==> config.mk <==
export PLATFORM = sky130hd
export DESIGN_NAME = memory_patch_table
export DESIGN_NICKNAME = d
export VERILOG_FILES = /design/src/design/mpt_pkg.sv /design/src/design/mpt_ctrl.sv /design/src/design/mpt_dp.sv /design/src/design/memory_patch_table.sv
export SDC_FILE = /design/constraint.sdc
export NUM_CORES = 2
export LEC_CHECK = 0
export BUFFER_PORTS_ARGS = -buffer_cell sky130_fd_sc_hd__buf_2
export CORE_MARGIN = 2
export CORE_UTILIZATION = 35
export CTS_CLUSTER_DIAMETER = 150
export DETAILED_ROUTE_END_ITERATION = 10
export MAX_ROUTING_LAYER = met4
export SETUP_SLACK_MARGIN = 0.3
export SLEW_MARGIN = 20
export SYNTH_ARGS = -nofsm -noshare
export SYNTH_HDL_FRONTEND = slang
export SYNTH_SLANG_ARGS = --single-unit
==> constraint.sdc <==
create_clock -name clk_i -period 7.53 [get_ports clk_i]
set_clock_uncertainty 0.1 [all_clocks]
set_input_delay 0.3765 -clock clk_i [delete_from_list [all_inputs] [get_ports clk_i]]
set_output_delay 0.3765 -clock clk_i [all_outputs]
set_load 0.005 [all_outputs]
==> src/design/mpt_pkg.sv <==
`timescale 1ns / 1ps
`default_nettype none

package mpt_pkg;

  localparam int TableEntries = 64;
  localparam int IdxW         = $clog2(TableEntries);
  localparam int CntW         = $clog2(TableEntries + 1);

  localparam int OpW   = 3;
  localparam int InIdxW = 6;
  localparam int AddrW = 32;
  localparam int ValW  = 8;
  localparam int A16W  = 16;
  localparam int RamOffW  = 13;
  localparam int PageW    = 6;
  localparam int PageOffW = 10;

  localparam logic [A16W-1:0] RamBase = 16'hC000;

  // operation codes
  localparam logic [OpW-1:0] OpAdd    = 3'd0;
  localparam logic [OpW-1:0] OpDelete = 3'd1;
  localparam logic [OpW-1:0] OpSetEn  = 3'd2;
  localparam logic [OpW-1:0] OpRead   = 3'd3;
  localparam logic [OpW-1:0] OpApply  = 3'd4;
  localparam logic [OpW-1:0] OpClear  = 3'd5;

  typedef enum logic [1:0] {
    WrAppend,
    WrShift,
    WrSetEn
  } wr_kind_e;

  typedef enum logic [1:0] {
    OutPlain,
    OutRead,
    OutPatch
  } out_kind_e;

  typedef struct packed {
    logic [AddrW-1:0] addr;
    logic [ValW-1:0]  value;
    logic             enable;
  } entry_t;

  typedef struct packed {
    logic [OpW-1:0]    operation;
    logic [InIdxW-1:0] index;
    logic [AddrW-1:0]  address;
    logic [ValW-1:0]   value;
    logic              enable;
  } item_t;

  typedef struct packed {
    logic                status;
    logic                is_patch;
    logic [AddrW-1:0]    entry_address;
    logic [ValW-1:0]     entry_value;
    logic                entry_enable;
    logic [CntW-1:0]     entry_count;
    logic                ram_hit;
    logic [RamOffW-1:0]  ram_offset;
    logic [PageW-1:0]    page;
    logic [PageOffW-1:0] page_offset;
    logic                last;
  } result_t;

  // controller -> datapath
  typedef struct packed {
    logic      cap;
    logic      ptr_clr;
    logic      ptr_inc;
    logic      rd_en;
    logic      rd_next;
    logic      wr_en;
    wr_kind_e  wr_kind;
    logic      cnt_inc;
    logic      cnt_dec;
    logic      cnt_clr;
    logic      pend_ld;
    logic      pend_clr;
    logic      out_ld;
    out_kind_e out_kind;
    logic      out_status;
    logic      out_last;
  } ctrl_cmd_t;

  // datapath -> controller
  typedef struct packed {
    logic [OpW-1:0] op;
    logic           idx_ok;
    logic           full;
    logic           out_free;
    logic           ptr_end;
    logic           next_end;
    logic           rd_enable;
    logic           pend_valid;
  } ctrl_sts_t;

endpackage

`default_nettype wire

==> src/design/mpt_ctrl.sv <==
`timescale 1ns / 1ps
`default_nettype none

module mpt_ctrl (
  input  wire logic              clk_i,
  input  wire logic              rst_ni,
  input  wire logic              in_valid_i,
  output logic                   in_ready_o,
  input  wire mpt_pkg::ctrl_sts_t sts_i,
  output mpt_pkg::ctrl_cmd_t     cmd_o
);
  import mpt_pkg::*;

  localparam logic [2:0] SIdle   = 3'd0;
  localparam logic [2:0] SExec   = 3'd1;
  localparam logic [2:0] SRdWait = 3'd2;
  localparam logic [2:0] SSetEn  = 3'd3;
  localparam logic [2:0] SDelRd  = 3'd4;
  localparam logic [2:0] SDelWr  = 3'd5;
  localparam logic [2:0] SApRd   = 3'd6;
  localparam logic [2:0] SApChk  = 3'd7;

  logic [2:0] state_q, state_d;

  always_ff @(posedge clk_i or negedge rst_ni) begin
    if (!rst_ni) begin
      state_q <= SIdle;
    end else begin
      state_q <= state_d;
    end
  end

  always_comb begin
    state_d          = state_q;
    in_ready_o       = 1'b0;
    cmd_o            = '0;
    cmd_o.wr_kind    = WrAppend;
    cmd_o.out_kind   = OutPlain;
    cmd_o.out_last   = 1'b1;
    case (state_q)
      SIdle: begin
        in_ready_o = 1'b1;
        if (in_valid_i) begin
          cmd_o.cap = 1'b1;
          state_d   = SExec;
        end
      end
      SExec: begin
        case (sts_i.op)
          OpAdd: begin
            if (sts_i.out_free) begin
              cmd_o.wr_en      = !sts_i.full;
              cmd_o.cnt_inc    = !sts_i.full;
              cmd_o.out_ld     = 1'b1;
              cmd_o.out_status = sts_i.full;
              state_d          = SIdle;
            end
          end
          OpDelete, OpSetEn, OpRead: begin
            if (!sts_i.idx_ok) begin
              if (sts_i.out_free) begin
                cmd_o.out_ld     = 1'b1;
                cmd_o.out_status = 1'b1;
                state_d          = SIdle;
              end
            end else if (sts_i.op == OpDelete) begin
              state_d = SDelRd;
            end else begin
              cmd_o.rd_en = 1'b1;
              state_d     = (sts_i.op == OpRead) ? SRdWait : SSetEn;
            end
          end
          OpApply: begin
            cmd_o.ptr_clr  = 1'b1;
            cmd_o.pend_clr = 1'b1;
            state_d        = SApRd;
          end
          OpClear: begin
            if (sts_i.out_free) begin
              cmd_o.cnt_clr = 1'b1;
              cmd_o.out_ld  = 1'b1;
              state_d       = SIdle;
            end
          end
          default: begin
            if (sts_i.out_free) begin
              cmd_o.out_ld     = 1'b1;
              cmd_o.out_status = 1'b1;
              state_d          = SIdle;
            end
          end
        endcase
      end
      SRdWait: begin
        if (sts_i.out_free) begin
          cmd_o.out_ld   = 1'b1;
          cmd_o.out_kind = OutRead;
          state_d        = SIdle;
        end
      end
      SSetEn: begin
        // read data of the target entry is held; rewrite it with new enable
        if (sts_i.out_free) begin
          cmd_o.wr_en   = 1'b1;
          cmd_o.wr_kind = WrSetEn;
          cmd_o.out_ld  = 1'b1;
          state_d       = SIdle;
        end
      end
      SDelRd: begin
        if (sts_i.next_end) begin
          if (sts_i.out_free) begin
            cmd_o.cnt_dec = 1'b1;
            cmd_o.out_ld  = 1'b1;
            state_d       = SIdle;
          end
        end else begin
          cmd_o.rd_en   = 1'b1;
          cmd_o.rd_next = 1'b1;
          state_d       = SDelWr;
        end
      end
      SDelWr: begin
        cmd_o.wr_en   = 1'b1;
        cmd_o.wr_kind = WrShift;
        cmd_o.ptr_inc = 1'b1;
        state_d       = SDelRd;
      end
      SApRd: begin
        if (sts_i.ptr_end) begin
          if (sts_i.out_free) begin
            cmd_o.out_ld = 1'b1;
            if (sts_i.pend_valid) begin
              cmd_o.out_kind = OutPatch;
              cmd_o.pend_clr = 1'b1;
            end
            state_d = SIdle;
          end
        end else begin
          cmd_o.rd_en = 1'b1;
          state_d     = SApChk;
        end
      end
      SApChk: begin
        // one enabled patch is held back until it is known whether it is the last
        if (!sts_i.rd_enable) begin
          cmd_o.ptr_inc = 1'b1;
          state_d       = SApRd;
        end else if (!sts_i.pend_valid) begin
          cmd_o.pend_ld = 1'b1;
          cmd_o.ptr_inc = 1'b1;
          state_d       = SApRd;
        end else if (sts_i.out_free) begin
          cmd_o.out_ld   = 1'b1;
          cmd_o.out_kind = OutPatch;
          cmd_o.out_last = 1'b0;
          cmd_o.pend_ld  = 1'b1;
          cmd_o.ptr_inc  = 1'b1;
          state_d        = SApRd;
        end
      end
      default: begin
        state_d = SIdle;
      end
    endcase
  end

endmodule

`default_nettype wire

==> src/design/mpt_dp.sv <==
`timescale 1ns / 1ps
`default_nettype none

module mpt_dp (
  input  wire logic               clk_i,
  input  wire logic               rst_ni,
  input  wire mpt_pkg::ctrl_cmd_t cmd_i,
  input  wire mpt_pkg::item_t     item_i,
  output mpt_pkg::ctrl_sts_t      sts_o,
  output logic                    out_valid_o,
  input  wire logic               out_ready_i,
  output mpt_pkg::result_t        out_o
);
  import mpt_pkg::*;

  entry_t mem_q [TableEntries];
  entry_t rd_q;

  item_t             item_q;
  logic [CntW-1:0]   cnt_q, cnt_d;
  logic [CntW-1:0]   ptr_q, ptr_d;
  logic [CntW-1:0]   ptr_nx;
  logic              pend_valid_q, pend_valid_d;
  logic [A16W-1:0]   pend_addr_q;
  logic [ValW-1:0]   pend_val_q;
  logic              out_valid_q, out_valid_d;
  result_t           out_q, res_d;
  logic              out_free;

  logic [IdxW-1:0]   rd_addr, wr_addr;
  entry_t            wr_data;

  assign ptr_nx   = ptr_q + CntW'(1);
  assign out_free = !out_valid_q || out_ready_i;

  assign sts_o.op         = item_q.operation;
  assign sts_o.idx_ok     = CntW'(item_q.index) < cnt_q;
  assign sts_o.full       = cnt_q >= CntW'(TableEntries);
  assign sts_o.out_free   = out_free;
  assign sts_o.ptr_end    = ptr_q >= cnt_q;
  assign sts_o.next_end   = ptr_nx >= cnt_q;
  assign sts_o.rd_enable  = rd_q.enable;
  assign sts_o.pend_valid = pend_valid_q;

  // table memory: one write and one registered read per cycle
  assign rd_addr = cmd_i.rd_next ? ptr_nx[IdxW-1:0] : ptr_q[IdxW-1:0];

  always_comb begin
    wr_addr = ptr_q[IdxW-1:0];
    wr_data = rd_q;
    case (cmd_i.wr_kind)
      WrAppend: begin
        wr_addr = cnt_q[IdxW-1:0];
        wr_data = '{addr: item_q.address, value: item_q.value, enable: item_q.enable};
      end
      WrShift: begin
        wr_data = rd_q;
      end
      WrSetEn: begin
        wr_data        = rd_q;
        wr_data.enable = item_q.enable;
      end
      default: begin
        wr_data = rd_q;
      end
    endcase
  end

  always_ff @(posedge clk_i) begin
    if (cmd_i.wr_en) begin
      mem_q[wr_addr] <= wr_data;
    end
    if (cmd_i.rd_en) begin
      rd_q <= mem_q[rd_addr];
    end
  end

  always_ff @(posedge clk_i) begin
    if (cmd_i.cap) begin
      item_q <= item_i;
    end
    if (cmd_i.pend_ld) begin
      pend_addr_q <= rd_q.addr[A16W-1:0];
      pend_val_q  <= rd_q.value;
    end
    if (cmd_i.out_ld) begin
      out_q <= res_d;
    end
  end

  always_comb begin
    cnt_d = cnt_q;
    if (cmd_i.cnt_clr) begin
      cnt_d = '0;
    end else if (cmd_i.cnt_inc) begin
      cnt_d = cnt_q + CntW'(1);
    end else if (cmd_i.cnt_dec) begin
      cnt_d = cnt_q - CntW'(1);
    end

    ptr_d = ptr_q;
    if (cmd_i.cap) begin
      ptr_d = CntW'(item_i.index);
    end else if (cmd_i.ptr_clr) begin
      ptr_d = '0;
    end else if (cmd_i.ptr_inc) begin
      ptr_d = ptr_nx;
    end

    pend_valid_d = pend_valid_q;
    if (cmd_i.pend_ld) begin
      pend_valid_d = 1'b1;
    end else if (cmd_i.pend_clr) begin
      pend_valid_d = 1'b0;
    end

    out_valid_d = out_valid_q;
    if (cmd_i.out_ld) begin
      out_valid_d = 1'b1;
    end else if (out_ready_i) begin
      out_valid_d = 1'b0;
    end
  end

  // result builder
  always_comb begin
    res_d             = '0;
    res_d.status      = cmd_i.out_status;
    res_d.entry_count = cnt_d;
    res_d.last        = cmd_i.out_last;
    case (cmd_i.out_kind)
      OutPlain: begin
        res_d.last = 1'b1;
      end
      OutRead: begin
        res_d.entry_address = rd_q.addr;
        res_d.entry_value   = rd_q.value;
        res_d.entry_enable  = rd_q.enable;
        res_d.last          = 1'b1;
      end
      OutPatch: begin
        res_d.is_patch      = 1'b1;
        res_d.entry_address = AddrW'(pend_addr_q);
        res_d.entry_value   = pend_val_q;
        res_d.entry_enable  = 1'b1;
        res_d.ram_hit       = pend_addr_q >= RamBase;
        res_d.ram_offset    = pend_addr_q[RamOffW-1:0];
        res_d.page          = pend_addr_q[A16W-1 -: PageW];
        res_d.page_offset   = pend_addr_q[PageOffW-1:0];
      end
      default: begin
        res_d.last = 1'b1;
      end
    endcase
  end

  always_ff @(posedge clk_i or negedge rst_ni) begin
    if (!rst_ni) begin
      cnt_q        <= '0;
      ptr_q        <= '0;
      pend_valid_q <= 1'b0;
      out_valid_q  <= 1'b0;
    end else begin
      cnt_q        <= cnt_d;
      ptr_q        <= ptr_d;
      pend_valid_q <= pend_valid_d;
      out_valid_q  <= out_valid_d;
    end
  end

  assign out_valid_o = out_valid_q;
  assign out_o       = out_q;

endmodule

`default_nettype wire

==> src/design/memory_patch_table.sv <==
// Add, clear and undefined codes load their result from the execute state;
// read and set enable pass through one more state after the table read, delete
// shifts each later entry down by a read and a write, and apply reads and checks every stored entry.
// One request is worked at a time; the next is taken the cycle after its
// final result is loaded into the output register, even while that waits.
// Reset clears the entry count and handshake state; table contents stay undefined.
`timescale 1ns / 1ps
`default_nettype none

module memory_patch_table (
  input  wire logic        clk_i,
  input  wire logic        rst_ni,
  // request side
  input  wire logic        s_axis_tvalid,
  output logic             s_axis_tready,
  input  wire logic [2:0]  s_axis_tuser,   // operation
  input  wire logic [47:0] s_axis_tdata,   // index, address, value, enable, pad
  // result side
  output logic             m_axis_tvalid,
  input  wire logic        m_axis_tready,
  output logic [79:0]      m_axis_tdata,   // status, entry_address, entry_value,
                                           // entry_enable, entry_count, ram_hit,
                                           // ram_offset, page, page_offset, pad
  output logic             m_axis_tuser,   // is_patch
  output logic             m_axis_tlast    // last result of the request
);
  import mpt_pkg::*;

  item_t     item;
  ctrl_cmd_t cmd;
  ctrl_sts_t sts;
  result_t   res;

  // unpack request fields
  assign item.operation = s_axis_tuser;
  assign item.index     = s_axis_tdata[5:0];
  assign item.address   = s_axis_tdata[37:6];
  assign item.value     = s_axis_tdata[45:38];
  assign item.enable    = s_axis_tdata[46];

  // sequencer: decodes the request and steps delete shifts and apply walks
  mpt_ctrl u_ctrl (
    .clk_i      (clk_i),
    .rst_ni     (rst_ni),
    .in_valid_i (s_axis_tvalid),
    .in_ready_o (s_axis_tready),
    .sts_i      (sts),
    .cmd_o      (cmd)
  );

  // table memory, count, walk pointer, held patch and output register
  mpt_dp u_dp (
    .clk_i       (clk_i),
    .rst_ni      (rst_ni),
    .cmd_i       (cmd),
    .item_i      (item),
    .sts_o       (sts),
    .out_valid_o (m_axis_tvalid),
    .out_ready_i (m_axis_tready),
    .out_o       (res)
  );

  // pack result fields, highest field first (status is bit 0)
  assign m_axis_tdata = {1'b0,
                         res.page_offset,
                         res.page,
                         res.ram_offset,
                         res.ram_hit,
                         res.entry_count,
                         res.entry_enable,
                         res.entry_value,
                         res.entry_address,
                         res.status};
  assign m_axis_tuser = res.is_patch;
  assign m_axis_tlast = res.last;

endmodule

`default_nettype wire
== Word-level counts from Yosys, hierarchy flattened ==
Memory sizes are Yosys's and may differ from the RTL's. A register that Yosys moved wholly into a read port is not among the register bits.
Index checks and enable logic that the tools add are counted.
Cells by class
  add/sub/neg operators: 3
  magnitude comparators: 5
  equality and inequality tests: 17
  muxes and demuxes: 72
  reduce and logical (&&, ||, !) cells: 14
Operators by type and width (count)
  41-bit case mux with 2 select lines: 2
  7-bit two-way mux: 6
  3-bit two-way mux: 13
  1-bit two-way mux: 34
  3-bit case mux with 7 select lines: 1
  3-bit equality test, second input constant: 6
  16-bit greater-or-equal comparator, second input constant: 1
  7-bit by 1-bit adder with 7-bit output, second input constant: 2
  7-bit greater-or-equal comparator: 2
  3-bit by 2-bit equality test with 1-bit output, second input constant: 4
  6-bit two-way mux: 2
  1-bit case mux with 3 select lines: 3
  4-bit two-way mux: 2
  7-bit greater-or-equal comparator, second input constant: 1
  6-bit by 7-bit < comparator with 1-bit output: 1
  7-bit by 1-bit subtractor with 7-bit output, second input constant: 1
  3-bit by 1-bit equality test with 1-bit output, second input constant: 2
  3-bit zero test: 2
  1-bit case mux with 2 select lines: 3
  1-bit case mux with 6 select lines: 1
  2-bit case mux with 3 select lines: 1
  3-bit case mux with 2 select lines: 1
  2-bit equality test, second input constant: 2
  2-bit two-way mux: 2
  other kinds (13): 16
Word-level totals
  register bits after elaboration: 174
  bits in writable memories: 2624
  bits of input ports: 55
  output and inout port bits: 84
  word-level logic and storage cells: 135
  memories kept: 1
Memory list
  u_dp.mem_q: depth 64, bits a word 41, rd ports 1, clocked after memory_dff 1, wr ports 1, line mpt_dp.sv:16  | entry_t mem_q [TableEntries];

== Longest topological paths before layout ==
  depth after elaboration: 9
  depth in mapped cells: 20
  gate-level depth less buffers: 14

== Modules after synthesis ==
From an unflattened synthesis, not the netlist that was laid out.
Second synthesis, totals
  cell total of the unflattened synthesis: 8806
  area, all modules: 131523.6 µm²
Modules (own cells, without submodules)
  mpt_dp: instances 1, cells each 8721, area each 130974.4 µm², seq. area each 84691.2 µm²
  mpt_ctrl: instances 1, cells each 83, area each 538.0 µm², seq. area each 75.1 µm²
  memory_patch_table: instances 1, cells each 2, area each 11.3 µm², seq. area each 0.0 µm²

== Worst setup path after synthesis ==
No wires, ideal clock.
  kind: flip-flop to flip-flop
  start point: register u_dp.ptr_q[0]
  end point: register u_dp.out_q, in the netlist u_dp.out_o[0] (enable)
  library setup time: 0.512 ns
  data arrival time: 5.837 ns
  required time: 6.918 ns
  slack: 1.081 ns
  stages on the path, launching flop included: 14
  path buffers: 6
  period minus slack after synthesis: 6.449 ns
  path through: dfrtp_1 buf_2 clkbuf_1 clkbuf_1 buf_2 buf_2 inv_1 ha_1 nand2_1 a31oi_1 o21ai_1 buf_2 a21oi_1 o211ai_1
RTL lines
  start, declared: line mpt_dp.sv:21  | logic [CntW-1:0] ptr_q, ptr_d;
  start signal, assigned: line mpt_dp.sv:165  | ptr_q <= ptr_d;
  end signal, assigned: line mpt_dp.sv:87  | out_q <= res_d;
  end, declared: line mpt_dp.sv:27  | result_t out_q, res_d;

== Final worst setup path ==
  start point: register u_dp.ptr_q[0]
  end point: register u_dp.rd_q[17] (netlist name)
Between the ends
  cells in the longest elaborated chain, start to end: 5
  elaborated cells between the ends (all ways): 8
  classes of those cells: add/sub (1); order compare (2); mux (5)
Ends and longest elaborated chain
  7-bit by 1-bit adder with 7-bit output: line mpt_dp.sv:33  | assign ptr_nx = ptr_q + CntW'(1);
  7-bit greater-or-equal comparator: line mpt_dp.sv:41  | assign sts_o.next_end = ptr_nx >= cnt_q;
  2-bit two-way mux: line mpt_ctrl.sv:111  | if (sts_i.next_end) begin
  1-bit two-way mux: line mpt_ctrl.sv:40  | case (state_q)
  6-bit two-way mux: line mpt_dp.sv:46  | assign rd_addr = cmd_i.rd_next ? ptr_nx[IdxW-1:0] : ptr_q[IdxW-1:0];
Parallel ways exist; a longest one is shown, timed or not.
A chain may end at the register's enable or synchronous reset.

==> out/metrics.csv <==
metric;value;unit
Post-Syn Area;130200;um2
Crit Path Class;reg -> reg;
syn_nets;6403;
Initial Util;35.21;%
Setup Buffers After CTS;0;
DRC Markers;0;
# clock sinks;2826;
Post-Place Worst Slack;1233;ps
share of cells above drive strength 1;40.51;%
Routed WL;376800;um
Core Area;369700;um2
Yosys Warn Count;0;
Pwr Density;391.8;nW/um2
most frequent cell after synthesis;edfxtp_1;
Hold Violations, Final;0;
Post-Syn Instances;6324;
total via count in the routed design;70990;
Worst-Margin Slew;1182;ps
first drt pass iteration count;8;
site row count;223;
area delta synth->final;13.69;%
Worst Path Required;8040;ps
initial antenna violation count;4;
Total GRT Usage;20.32;%
Resize count post-CTS;0;
largest net degree at the start of global routing;127;
cell at the slowest stage of the critical path;dfrtp_4;
Vias/cell;6.065;
Die Ht;613.8;um
Crit path top cell by count;and3_1;
Synth top cells by count;2807 x edfxtp_1, 1304 x mux4_2, 610 x mux2_2, 272 x clkbuf_1, 209 x a21oi_1;
period utilisation layout;84.30;%
max-capacitance violation count;0;
Post-DRT Antenna Nets;0;
final worst setup slack;1182;ps
CTS Buf Count;300;
Final #Nets;6613;
Detail Placement HPWL;212600;um
Post-synth EDFFs;2807;
# setup viols final;0;
Hold WC Path Type;in -> reg;
Seq cells post-synth;2826;
# fillers;32410;
status;complete, no violations;
CP bufs+invs;2;
main area contributors after synthesis;edfxtp_1 65%, mux4_2 23%, mux2_2 5.3%, a222oi_1 1.3%, a21oi_1 0.80%;
maximum vdd drop;419.8;uV
nature of the critical path endpoint;register;
clk_lat worst skew;870;ps
Setup crit start kind;register;
clock slew seen by the registers of the worst setup and hold paths;60;ps
vias in the first global route;73870;
asr flop ratio synth;0.6723;%
CTS Root Cell;clkbuf_16;
CP max stage delay;900;ps
die area;376800;um2
crit path time final;6348;ps
critical-path cell list;ha_4, and3_1, nand3_1, xnor2_1, ha_1, nand4_1, and3_1, o21a_1, nand2_8, buf_12, buf_4, mux2_2, a222oi_1, a21oi_1, or4_1;
RSZ-0062 raised after global routing;false;
cell taking the most area after synthesis;edfxtp_1;
H-tree Lvls;5;
syn_area_per_cell;20.58;um2
# port buffers;136;
fmax;157.5;MHz
WP data arrival;6860;ps
Leak;45.81;nW
first-pass GRT wire length;538100;um
slew margin rel.;21.05;%
Die X;613.8;um
CTS tree;done;
DRT iter0 DRCs;8789;
top_reg_cell synth;edfxtp_1;
register area share after synthesis;65.13;%
Ports;139;
CP top delay family;simple AND/OR/NAND/NOR gates;
Critical Path Fanout Max;103;
setup TNS;0;ps
Distinct cells, synth;58;
final hold slack;117.5;ps
Synth top area share;64.76;%
Final Max Tran Viols;0;
Congestion Overflow GR;0;
Placer Congestion;0.8196;
Clock Path Buffers;4;
wire per inst;32.19;um
report_power, final:
| part | leakage [nW] | switching (mW) | internal [mW] |
|---|---|---|---|
| Clock | 4.43 | 6.11 | 8.08 |
| Combinational | 15.8 | 12.7 | 10.9 |
| Sequential | 25.5 | 0.630 | 19.5 |
| Total | 45.8 | 19.4 | 38.5 |
cell usage in the layout (no fill, tap or decap), types with 12 or more instances in the layout:
cell type / synthesis / final
nor3_1: 20 / 18
mux2_2: 610 / 586
nand2_1: 190 / 188
nor2_1: 117 / 55
a21oi_1: 209 / 204
mux4_2: 1304 / 1304
a222oi_1: 163 / 163
buf_2: 111 / 137
dlygate4sd3_1: 0 / 54
edfxtp_1: 2807 / 2807
nand3_1: 16 / 15
or4_1: 43 / 43
nor2_4: 0 / 62
nand2b_1: 17 / 17
clkinv_1: 0 / 62
bufinv_16: 0 / 17
mux2_4: 0 / 24
buf_4: 17 / 139
inv_1: 18 / 18
dfrtp_1: 19 / 17
clkbuf_16: 0 / 308
buf_12: 0 / 81
ha_1: 24 / 23
and2_1: 35 / 34
clkbuf_1: 272 / 80
mux2_1: 83 / 83
o21ai_0: 13 / 12
clkinv_2: 0 / 32
per-stage QoR:
| step | cells | utilization, % | total power [mW] | instance area, um2 |
|---|---|---|---|---|
| after floorplan | 6324 | - | 37.10 | 130200 |
| after global placement | 11120 | 37.37 | 43.86 | 138200 |
| after CTS | 11700 | 39.99 | 58.47 | 147900 |
| after detailed placement | 11130 | 37.39 | 44.25 | 138200 |
| after global routing | 11700 | 40.02 | 60.36 | 148000 |
| final | 11700 | 40.03 | 57.98 | 148000 |
flip-flops by register name, indices dropped and copies added (netlist names):
signal             cells
u_dp.out_o            68
u_dp.sts_o             4
u_dp.rd_q             40
u_dp.pend_valid_q      1
u_dp.item_q           47
u_dp.mem_q          2624
u_dp.ptr_q             7
u_dp.pend_val_q        8
u_dp.out_valid_o       1
u_ctrl.state_q         3
u_dp.cnt_q             7
u_dp.pend_addr_q      16
final timing paths:
check | startpoint | endpoint | slack (ps) | cells past startpoint
max | u_dp.ptr_q[0]$_DFFE_PN0P_ | u_dp.rd_q[17]$_DFFE_PP_ | 1180 | 15
min | s_axis_tdata[35] | u_dp.item_q[38]$_DFFE_PP_ | 120 | 2
max reg2reg | u_dp.ptr_q[0]$_DFFE_PN0P_ | u_dp.rd_q[17]$_DFFE_PP_ | 1180 | 15
min reg2reg | u_dp.ptr_q[6]$_DFFE_PN0P_ | u_dp.ptr_q[6]$_DFFE_PN0P_ | 460 | 2
max in group asynchronous | rst_ni | u_dp.ptr_q[0]$_DFFE_PN0P_ | 5910 | 3
min in group asynchronous | rst_ni | u_dp.cnt_q[6]$_DFF_PN0_ | 670 | 3
kinds of logic after synthesis:
kind of cell / count (synthesis) / share of synthesized area, %
flip-flops: 2826 / 65.13
multiplexers: 2007 / 28.64
buffers and inverters: 522 / 1.684
AND/OR/NAND/NOR: 477 / 1.718
AO/OA/AOI/OAI: 457 / 2.532
adder cells (fa/ha/maj): 24 / 0.2307
XOR/XNOR: 10 / 0.06730
other: 1 / 0.002881
cell type report:
cell class,instances,area (um2),area share [%]
inverters,18,67.56,0.04566
multi-input cells,2976,43910,29.67
clock buffers,390,8035,5.430
well taps,4950,6193,4.186
repair buffers,412,3919,2.648
flip-flops and latches,2826,84770,57.29
diodes,5,12.51,0.008456
clock inverters,127,1061,0.7170
routing by layer:
metal | part of all wire, % | global-route usage, %
met5 | 0 | -
met3 | 7.3 | 2.864
met4 | 4.0 | 7.293
met2 | 49 | 32.52
met1 | 40 | 26.54
what timing repair did:
action / in CTS / in global routing
endpoints found under the hold margin: 79 / 0
endpoints found under the setup margin: 0 / 0
hold buffers: 54 / 0
No activity file was read; power rests on OpenSTA's default activity.
